--- src/design/memac_pkg.sv ---
// ----------------------------------------------------------------------------
// memac_pkg
// Shared widths, operation codes and types for the matrix element MAC core.
// ----------------------------------------------------------------------------
package memac_pkg;

   localparam int OP_W   = 2;
   localparam int IDX_W  = 6;
   localparam int VAL_W  = 16;
   localparam int SUM_W  = 38;
   localparam int SIZE_W = 7;
   // compare width, holds any size in use up to the largest dimension
   localparam int CMP_W  = 9;

   localparam logic [OP_W-1:0] OP_LOAD_A  = 2'd0;
   localparam logic [OP_W-1:0] OP_LOAD_B  = 2'd1;
   localparam logic [OP_W-1:0] OP_COMPUTE = 2'd2;

   localparam logic [SIZE_W-1:0] SIZE_RESET = 7'd64;

   typedef logic        [OP_W-1:0]   op_type;
   typedef logic        [IDX_W-1:0]  idx_type;
   typedef logic signed [VAL_W-1:0]  value_type;
   typedef logic signed [SUM_W-1:0]  sum_type;
   typedef logic        [SIZE_W-1:0] size_type;

   typedef struct packed {
      logic clear;    // zero the accumulator for a new transaction
      logic prod_en;  // operands valid, capture product
      logic acc_en;   // product valid, add into accumulator
   } mac_ctrl_type;

endpackage

--- src/design/memac_mac_unit.sv ---
// ----------------------------------------------------------------------------
// memac_mac_unit
// Shared multiply-accumulate: registered product, then running sum.
// ----------------------------------------------------------------------------
module memac_mac_unit #(
   parameter int ELEMENT_BITS = 16
) (
   input  logic                        clock,
   input  logic                        reset,
   input  memac_pkg::mac_ctrl_type     ctrl,
   input  logic signed [ELEMENT_BITS-1:0] a_data,
   input  logic signed [ELEMENT_BITS-1:0] b_data,
   output memac_pkg::sum_type          acc
);
   import memac_pkg::*;

   localparam int PROD_W = 2 * ELEMENT_BITS;

   logic signed [PROD_W-1:0] prod_ff;
   logic signed [PROD_W-1:0] prod_in;
   logic signed [63:0]       prod_wide;
   sum_type                  acc_ff;
   sum_type                  acc_in;

   assign prod_in   = a_data * b_data;
   assign prod_wide = 64'(prod_ff);

   // sum wraps modulo 2^SUM_W
   always_comb begin
      acc_in = acc_ff;
      if (ctrl.clear) begin
         acc_in = '0;
      end else if (ctrl.acc_en) begin
         acc_in = acc_ff + sum_type'(prod_wide[SUM_W-1:0]);
      end
   end

   always_ff @(posedge clock) begin
      if (ctrl.prod_en) begin
         prod_ff <= prod_in;
      end
   end

   always_ff @(posedge clock) begin
      if (reset) begin
         acc_ff <= '0;
      end else begin
         acc_ff <= acc_in;
      end
   end

   assign acc = acc_ff;

endmodule

--- config.mk ---
export PLATFORM = sky130hd
export DESIGN_NAME = memac_mac_unit
export DESIGN_NICKNAME = d
export VERILOG_FILES = /design/src/design/memac_pkg.sv /design/src/design/memac_mac_unit.sv
export SDC_FILE = /design/constraint.sdc
export NUM_CORES = 1
export LEC_CHECK = 0
export ABC_AREA = 1
export ABC_CLOCK_PERIOD_IN_PS = 16250
export BUFFER_PORTS_ARGS = -buffer_cell sky130_fd_sc_hd__buf_2
export CAP_MARGIN = 20
export CORE_ASPECT_RATIO = 1.4
export CORE_MARGIN = 8
export CORE_UTILIZATION = 55
export DETAILED_ROUTE_END_ITERATION = 10
export GPL_TIMING_DRIVEN = 0
export PLACE_DENSITY = 0.8
export RECOVER_POWER = 25
export SETUP_SLACK_MARGIN = 0.02
export SLEW_MARGIN = 10
export SYNTH_ARGS = -nofsm -noshare
export SYNTH_HDL_FRONTEND = slang
export SYNTH_SLANG_ARGS = --single-unit
--- constraint.sdc ---
create_clock -name clock -period 16.25 [get_ports clock]
set_input_delay 0.8125 -clock clock [delete_from_list [all_inputs] [get_ports clock]]
set_output_delay 0.8125 -clock clock [all_outputs]
set_load 0.05 [all_outputs]
==> results.py, run 1 <==
metrics = {
    "clocking": {
        "clkSinkCount": 70,
        "clk_latency_ns": 0.34,
        "cts_setup_buffers": 0,
        "clk_pin_slew_worst_paths_ns": 0.05,
        "hold_buffers": 0,
        "post_cts_resize_count": 0,
        "clk_path_buf_depth": 2,
        "cts_tree": "yes",
        "cts.htree.levels": 3,
        "cts-root-buf": "clkbuf_16",
        "cts_buffers": 9,
    },
    "synth": {
        "yosysTopAreaCell": "fa_1",
        "syn_nets": 2473,
        "synth.top_cell.area_share_pct": 34.27,
        "synthMuxAreaShare_pct": 0,
        "ys_types": 42,
        "synth-edff-count": 32,
        "postSynthCellCount": 2054,
        "synth_ff_type": "dfxtp_1",
        "synth_xor_area_share_pct": 3.192,
        "synth_fa_ha_area_share_pct": 43.96,
        "synth_async_sr_flop_share_pct": 0,
        "yosysMostFrequentCell": "inv_1",
        "avgSynthCellArea_um2": 7.480,
        "netlist_area_mm2": 0.01536,
        "yosys_warnings": 0,
        "synth_top_family_by_area": "adder cells",
        "yosys-top-cells-area": "fa_1 34%, inv_1 13%, nand2_1 12%",
        "ys_ff_latch": 70,
        "synth_compound_area_share_pct": 6.613,
        "synth-simple-area-share_pct": 20.00,
        "synth_common_cells": "541 x inv_1, 481 x nand2_1, 263 x fa_1, 171 x nor2_1, 119 x ha_1",
        "ys_seq_area_share_pct": 11.21,
    },
    "finish": {
        "utilization_pct": 59.37,
        "syn2layout_area_growth_pct": 6.531,
        "drive_above_1_share_pct": 4.818,
        "nets": 2531,
        "antenna_cells": 0,
    },
    "route": {
        "drt_drc_violations_left": 0,
        "dr.pass1.iters": 5,
        "viasPerCell": 5.267,
        "drt_iter0_markers": 714,
        "vias": 13100,
        "drtAntennaViolNets": 0,
        "wl_um": 42810,
        "wl_per_cell_um": 17.21,
    },
    "place": {
        "gp_congestion": 1.034,
        "dp_hpwl_um": 36960,
        "port_buffers": 47,
    },
    "floorplanning": {
        "row_count": 72,
        "core_mm2": 0.02757,
        "die_x_um": 157.3,
        "initial_core_util_pct": 55.73,
        "dieArea_mm2": 0.03361,
        "ios": 75,
        "die_h_um": 213.8,
    },
    "sta": {
        "skew_ns": 0.002632,
        "fin_crit_sh_pct": 43.01,
        "worst_pin_slew_ns": 1.654,
        "finalHoldViolCount": 0,
        "fin_crit_ns": 6.989,
        "report.final.slew_viol_count": 33,
        "setup_viol": 0,
        "maxSlewHeadroom_pct": -10.25,
        "rsz0062_at_grt": "no",
        "fin_tns_setup_ns": 0,
        "timing.fmax_ghz": 0.1431,
    },
    "setup_path": {
        "start_kind": "primary input",
        "r2r_setup_slack_ns": 13.58,
        "crit_family": "adder cells",
        "worstSetupEndpointType": "flop",
        "r2r_start": "prod_ff[0]",
        "arrival_ns": 7.08,
        "cp_max_fo": 10,
        "r2r_end": "acc[32]",
        "crit_chain": "buf_2 -> clkbuf_1 -> nand2_1 -> inv_1 -> fa_1 -> fa_1 -> fa_1 -> fa_1 -> fa_1 -> inv_1 -> fa_1 -> inv_1 -> ha_1 -> nand2_1 -> inv_1 -> nand2_1 -> nor3_2 -> nand4_1 -> nand3_1 -> nand2_1 -> nand2_1 -> xor2_1",
        "slowest_stage": "fa_1",
        "slowest_delay_ns": 0.85,
        "worstSetupPathType": "in -> reg",
        "cpMostUsedCell": "fa_1",
        "crit_end": "prod_ff[27]",
        "crit_required_ns": 16.34,
        "crit_buf_inv": 6,
        "startpoint": "a_data[15]",
        "rr_worst_depth": 15,
        "path_depth": 22,
    },
    "global_route": {
        "antenna_found_initial": 0,
        "grt_pass1_wl_um": 68920,
        "grt_max_degree": 33,
        "grt_usage_pct": 26.51,
        "grt_overflow_total": 0,
        "grt_pass1_vias": 14250,
    },
    "status": {
        "status": "finished with violations",
        "violations": "capacitance limit, slew limit",
    },
    "hold_path": {
        "hp-class": "reg -> reg",
    },
    "job": {
        "maxCapViolCount": 1,
    },
}
## worst reg2reg max path: stages, from the launching register on
cell      delay, ns
edfxtp_1       0.38
ha_1           0.29
inv_1          0.08
fa_1           0.42
inv_1          0.18
nand3_1        0.11
nand2_2        0.18
inv_2          0.07
o21bai_2       0.22
nand2_1        0.09
nand2_1        0.15
nand2_1        0.12
nand3_1        0.09
nand3_1        0.08
nand2_1        0.07
inv_1          0.03
## placed cells by master, fill, tap and decap left out, types with 7 or more instances in the layout
| master | instances |
|---|---|
| a21o_1 | 14 |
| a21oi_1 | 73 |
| buf_2 | 49 |
| clkbuf_1 | 69 |
| clkbuf_16 | 9 |
| dfxtp_1 | 38 |
| edfxtp_1 | 32 |
| fa_1 | 263 |
| ha_1 | 119 |
| inv_1 | 541 |
| nand2_1 | 482 |
| nand2_2 | 7 |
| nand3_1 | 56 |
| nand4_1 | 15 |
| nor2_1 | 171 |
| nor2_2 | 8 |
| o21ai_0 | 43 |
| o21ai_1 | 7 |
| o21bai_1 | 13 |
| xnor2_1 | 20 |
| xor2_1 | 36 |
## sequential cells by signal (all words and copies together) (netlist names)
signal,flops
acc,38
prod_ff,32
## cell families (layout without fill, tap and decap cells)
kind of cell / count (synthesis) / in the layout
XOR/XNOR: 56 / 56
adder cells (fa/ha/maj): 382 / 382
buffers and inverters: 614 / 677
AND/OR/NAND/NOR: 760 / 760
AO/OA/AOI/OAI: 172 / 172
flip-flops: 70 / 70
## cell type report
| cell class | count | area (um^2) |
|---|---|---|
| tap | 370 | 462.9 |
| clock buffer | 12 | 236.5 |
| buffer | 71 | 270.3 |
| sequential | 70 | 1722 |
| multi-input combinational | 1370 | 11330 |
| clock inverter | 4 | 72.57 |
| fill | 2640 | 11200 |
| timing repair buffer | 47 | 234.0 |
| inverter | 543 | 2038 |
## metrics by stage
step                area [um^2]  instances  setup WS (ns)  hold WS (ns)
finish                    16370       2487          9.261        0.4818
global route              16370       2487          9.025        0.5133
detailed placement        16060       2471          8.919        0.4743
global placement          16060       2471          8.994        0.4695
CTS                       16370       2487          9.268        0.4819
floorplan                 15360       2054          10.16        0.6037
## routing by layer
metal / track usage [%] / wire length, um
met4: 18.73 / 3236
met1: 26.89 / 14970
met5: 0 / 0
met3: 2.299 / 2309
met2: 50.23 / 22300
## how the worst min path moves through the flow
stage                     startpoint      to  slack (ns)  cells past startpoint
final                         acc[0]  acc[0]        0.48                      2
after global routing          acc[0]  acc[0]        0.51                      2
after CTS                     acc[0]  acc[0]        0.48                      2
after detailed placement      acc[0]  acc[0]        0.47                      2
after global placement        acc[0]  acc[0]        0.47                      2
after floorplan           prod_ff[0]  acc[0]        0.60                      3
Power of run 1 is left out: the tool's default activity adds up to more than one toggle a clock period on the data nets, which glitch-free logic cannot reach.
==> run 2, diff against run 1 <==
--- a/config.mk
+++ b/config.mk
@@ -6,7 +6,7 @@
 export NUM_CORES = 1
 export LEC_CHECK = 0
 export ABC_AREA = 1
-export ABC_CLOCK_PERIOD_IN_PS = 16250
+export ABC_CLOCK_PERIOD_IN_PS = 6000
 export BUFFER_PORTS_ARGS = -buffer_cell sky130_fd_sc_hd__buf_2
 export CAP_MARGIN = 20
 export CORE_ASPECT_RATIO = 1.4
@@ -14,7 +14,7 @@
 export CORE_UTILIZATION = 55
 export DETAILED_ROUTE_END_ITERATION = 10
 export GPL_TIMING_DRIVEN = 0
-export PLACE_DENSITY = 0.8
+export PLACE_DENSITY = 0.83
 export RECOVER_POWER = 25
 export SETUP_SLACK_MARGIN = 0.02
 export SLEW_MARGIN = 10
==> constraint.sdc (replaced) <==
create_clock -name clock -period 6 [get_ports clock]
set_input_delay 0.3 -clock clock [delete_from_list [all_inputs] [get_ports clock]]
set_output_delay 0.3 -clock clock [all_outputs]
set_load 0.05 [all_outputs]
==> run 2 against run 1 <==
The run still ends with capacitance limit, slew limit left. Largest cell class unchanged. Global-route usage up 0.93 points. Critical path type unchanged. Count of clock-buffer cells in the layout increased by 1. Critical endpoint is now prod_ff[29]. Final cell count hardly changed.
==> results.py, run 2 (same netlist as run 1, synthesis figures left out) <==
metrics = {
    "status": {
        "status": "finished with violations",
        "violations": "capacitance limit, slew limit",
    },
    "finish": {
        "nets": 2532,
        "drive_above_1_share_pct": 7.507,
        "nFillCells": 2577,
        "utilization_pct": 59.70,
        "largest_reg_flops": 38,
        "layout_commonest_cell": "inv_1",
        "antenna_cells": 0,
        "final_cell_mix": "541 x inv_1, 481 x nand2_1, 261 x fa_1, 171 x nor2_1, 119 x ha_1",
        "syn2layout_area_growth_pct": 7.126,
        "stdcell_area_mm2": 0.01646,
    },
    "clocking": {
        "clk_latency_ns": 0.35,
        "cts_tree": "yes",
        "cts_buffers": 9,
        "clk_pin_slew_worst_paths_ns": 0.05,
        "cts.htree.levels": 3,
        "clkSinkCount": 70,
        "hold_buffers": 0,
        "cts-root-buf": "clkbuf_16",
        "clk_path_buf_depth": 2,
    },
    "global_route": {
        "grt_pass1_wl_um": 70390,
        "antenna_found_initial": 0,
        "grt_usage_pct": 27.44,
        "grt_max_degree": 33,
        "grt_overflow_total": 0,
        "grt_pass1_vias": 14150,
    },
    "sta": {
        "rsz0062_at_grt": "yes",
        "finalHoldViolCount": 0,
        "setup_viol": 0,
        "maxSlewHeadroom_pct": -12.77,
        "skew_ns": 0.008239,
        "fin_crit_sh_pct": 96.08,
        "timing.fmax_ghz": 0.1735,
        "hold_slack_ns": 0.4211,
        "fin_crit_ns": 5.765,
        "fin_tns_setup_ns": 0,
        "report.final.slew_viol_count": 33,
        "worst_pin_slew_ns": 1.692,
    },
    "setup_path": {
        "cp_max_fo": 10,
        "r2r_end": "acc[32]",
        "worstSetupEndpointType": "flop",
        "startpoint": "b_data[10]",
        "arrival_ns": 5.86,
        "rr_worst_depth": 15,
        "r2r_start": "acc[0]",
        "crit_required_ns": 6.09,
        "start_kind": "primary input",
        "crit_end": "prod_ff[29]",
        "r2r_setup_slack_ns": 3.23,
        "worstSetupPathType": "in -> reg",
    },
    "route": {
        "wl_um": 43720,
        "dr.pass1.iters": 5,
        "wl_per_cell_um": 17.57,
        "drtAntennaViolNets": 0,
        "drt_iter0_markers": 645,
        "drt_drc_violations_left": 0,
        "viasPerCell": 5.235,
        "vias": 13030,
    },
    "place": {
        "dp_hpwl_um": 37710,
        "port_buffers": 47,
        "placed_area_mm2": 0.01606,
        "gp_congestion": 1.038,
    },
    "floorplanning": {
        "row_count": 72,
        "ios": 75,
        "initial_core_util_pct": 55.73,
        "die_h_um": 213.8,
        "core_mm2": 0.02757,
        "die_x_um": 157.3,
        "dieArea_mm2": 0.03361,
    },
    "hold_path": {
        "hp-class": "in -> reg",
    },
    "job": {
        "maxCapViolCount": 1,
    },
}
## run 2: through the flow
stage,setup WS (ns),cells
3_3_place_gp,-0.5834,2471
3_5_place_dp,-0.6395,2471
2_1_floorplan,0.4238,2054
6_report,0.2350,2488
5_1_grt,0.01374,2488
4_1_cts,0.02013,2487
## run 2: what timing repair did
item                                    in CTS  in global routing
endpoints found under the setup margin      10                 15
cloned                                       0                  0
buffers inserted                             0                  1
resized for setup                           20                 81
pin swaps                                    0                  1
## run 2: worst max-delay path: stages
cell	delay [ns]
clkbuf_2	0.23
buf_2	0.30
nand2_1	0.12
fa_1	0.56
inv_1	0.06
fa_1	0.53
fa_1	0.65
fa_1	0.47
fa_1	0.49
inv_1	0.05
fa_1	0.47
inv_1	0.04
ha_1	0.34
a21oi_1	0.21
o21ai_0	0.16
a21oi_1	0.19
nand3_1	0.28
nand3_1	0.16
nand3_1	0.09
xor2_1	0.14
## run 2: per-layer routing
metal,global-route usage (%),vias to the layer above,routed length [um]
li1,-,6160,-
met1,26.55,6159,14950
met2,50.80,510,22440
met3,3.812,196,2340
met4,22.98,0,3981
met5,0,-,0
## run 2: area by class of cell
type	instances	area, um^2	area share (%)
multi-input combinational	1370	11340	68.91
inverter	543	2038	12.38
sequential	70	1722	10.46
tap	370	462.9	2.813
buffer	71	350.3	2.129
clock buffer	13	260.3	1.581
timing repair buffer	48	240.2	1.460
clock inverter	3	42.54	0.2585
## run 2: how the worst min path moves through the flow
stage,start,to,slack [ns],cells after the start
6_report,ctrl[0],acc[0],0.42,5
5_1_grt,a_data[0],prod_ff[0],0.44,3
4_1_cts,ctrl[0],acc[0],0.41,5
3_5_place_dp,acc[0],acc[0],0.49,2
3_3_place_gp,acc[0],acc[0],0.47,2
2_1_floorplan,ctrl[1],prod_ff[0],0.41,0
Power of run 2 is left out for the same reason.
==> run 3, diff against run 2 <==
--- a/config.mk
+++ b/config.mk
@@ -7,7 +7,7 @@
 export LEC_CHECK = 0
 export ABC_AREA = 1
 export ABC_CLOCK_PERIOD_IN_PS = 6000
-export BUFFER_PORTS_ARGS = -buffer_cell sky130_fd_sc_hd__buf_2
+export BUFFER_PORTS_ARGS = -buffer_cell sky130_fd_sc_hd__buf_4
 export CAP_MARGIN = 20
 export CORE_ASPECT_RATIO = 1.4
 export CORE_MARGIN = 8
==> run 3 against run 2 <==
Register-to-register slack gained 0.07 ns. Fmax grew 0.26%. Global-route usage fell by 0.45 points. Sequential share of layout area decreased by 0.060 points. Critical path depth grew 2. Count of clock-buffer cells in the layout down 3. The flow still finishes with violations (capacitance limit, slew limit). Via count is 0.29% higher. Die area stayed put. Non-clock buffer count decreased by 1. Clock skew shrank 0.0033 ns. Final cell count is essentially flat.
==> results.py, run 3 (same netlist as run 1, synthesis figures left out) <==
metrics = {
    "setup_path": {
        "r2r_start": "prod_ff[0]",
        "worstSetupPathType": "in -> reg",
        "crit_required_ns": 6.09,
        "worstSetupEndpointType": "flop",
        "arrival_ns": 5.84,
        "start_kind": "primary input",
        "cp_max_fo": 10,
        "startpoint": "a_data[5]",
    },
    "finish": {
        "nFillCells": 2560,
        "layout_commonest_cell": "inv_1",
        "layoutNonFillerInstCount": 2487,
        "largest_reg_flops": 38,
        "stdcell_area_mm2": 0.01655,
        "syn2layout_area_growth_pct": 7.745,
        "final_cell_mix": "541 x inv_1, 481 x nand2_1, 261 x fa_1, 171 x nor2_1, 119 x ha_1",
        "antenna_cells": 0,
        "nets": 2531,
        "drive_above_1_share_pct": 7.274,
    },
    "status": {
        "status": "finished with violations",
        "violations": "capacitance limit, slew limit",
    },
    "floorplanning": {
        "row_count": 72,
        "ios": 75,
        "die_x_um": 157.3,
        "core_mm2": 0.02757,
        "initial_core_util_pct": 55.73,
        "die_h_um": 213.8,
        "dieArea_mm2": 0.03361,
    },
    "clocking": {
        "cts_setup_buffers": 0,
        "cts_tree": "yes",
        "cts.htree.levels": 3,
        "cts-root-buf": "clkbuf_16",
        "clkSinkCount": 70,
        "hold_buffers": 0,
        "clk_path_buf_depth": 2,
        "clk_pin_slew_worst_paths_ns": 0.05,
        "clk_latency_ns": 0.35,
        "cts_buffers": 9,
    },
    "sta": {
        "fin_crit_ns": 5.750,
        "maxSlewHeadroom_pct": -7.835,
        "setup_slack_ns": 0.2502,
        "fin_crit_sh_pct": 95.83,
        "setup_viol": 0,
        "worst_pin_slew_ns": 1.618,
        "rsz0062_at_grt": "no",
        "skew_ns": 0.004903,
        "report.final.slew_viol_count": 33,
        "timing.fmax_ghz": 0.1739,
        "finalHoldViolCount": 0,
    },
    "route": {
        "dr.pass1.iters": 5,
        "drtAntennaViolNets": 0,
        "vias": 13060,
        "drt_drc_violations_left": 0,
        "wl_um": 43410,
        "drt_iter0_markers": 665,
        "wl_per_cell_um": 17.45,
        "viasPerCell": 5.253,
    },
    "global_route": {
        "grt_overflow_total": 0,
        "grt_max_degree": 33,
        "grt_usage_pct": 26.99,
        "grt_pass1_wl_um": 69680,
        "grt_pass1_vias": 14190,
        "antenna_found_initial": 1,
    },
    "place": {
        "placed_area_mm2": 0.01618,
        "dp_hpwl_um": 37790,
        "dp_cells": 2471,
        "dpl_worst_slack_ns": -0.6640,
        "port_buffers": 47,
        "gp_congestion": 1.025,
    },
    "hold_path": {
        "hp-class": "in -> reg",
        "hp-start": "a_data[0]",
    },
    "job": {
        "maxCapViolCount": 1,
    },
}
run 3: cell types whose count changed in the layout (fill, tap and decap cells not counted), moves of 2 or more:
cell,change
clkbuf_2,-7
buf_2,-42
clkbuf_8,-2
clkbuf_1,+2
buf_4,+45
run 3: metrics by stage:
step           TNS, ns  hold slack (ns)  utilization [%]
6_report             0           0.3743            60.05
3_3_place_gp    -6.145           0.4738            58.69
3_5_place_dp    -7.466           0.4843            58.69
5_1_grt              0           0.3789            60.05
2_1_floorplan        0           0.4125                -
4_1_cts              0           0.3644            59.85
run 3: cell type report:
| type | count | area (um^2) | area share [%] |
|---|---|---|---|
| plain buffers | 71 | 349.1 | 2.109 |
| repair buffers | 47 | 345.3 | 2.086 |
| well taps | 370 | 462.9 | 2.797 |
| flip-flops and latches | 70 | 1722 | 10.40 |
| clock buffers | 10 | 229.0 | 1.383 |
| multi-input cells | 1370 | 11340 | 68.53 |
| inverters | 543 | 2038 | 12.31 |
| clock inverters | 6 | 62.56 | 0.3779 |
run 3: final timing paths:
kind,to,slack (ns),depth (start not counted)
setup / recovery,prod_ff[28],0.25,22
hold / removal,prod_ff[0],0.37,3
setup reg to reg,acc[32],3.30,15
hold reg to reg,acc[0],0.49,2
run 3: routing by layer:
metal / global-route usage (%) / wire, um / share of wire (%)
met2: 52.52 / 23240 / 54
met5: 0 / 9 / 0.021
met4: 19.68 / 3344 / 7.7
met3: 3.308 / 2207 / 5.1
met1: 25.34 / 14610 / 34
run 3: critical path, cell delays in order:
cell and delay, ns:
clkbuf_2 0.25, clkbuf_2 0.35, nand2_1 0.12, fa_1 0.50
inv_1 0.05, fa_1 0.50, inv_1 0.06, fa_1 0.53
inv_1 0.05, fa_1 0.44, fa_1 0.53, inv_1 0.05
fa_1 0.48, inv_1 0.04, ha_1 0.33, a21oi_1 0.27
o21ai_0 0.17, a21oi_1 0.18, nand3_1 0.24, nand3_1 0.14
nand2_1 0.08, xor2_1 0.15
run 3: repair_timing:
action                                  4_1_cts  5_1_grt
endpoints found under the setup margin       13       13
gates cloned                                  0        0
gates resized for setup                      22       77
pin swaps                                     0        1
Power of run 3 is left out for the same reason.
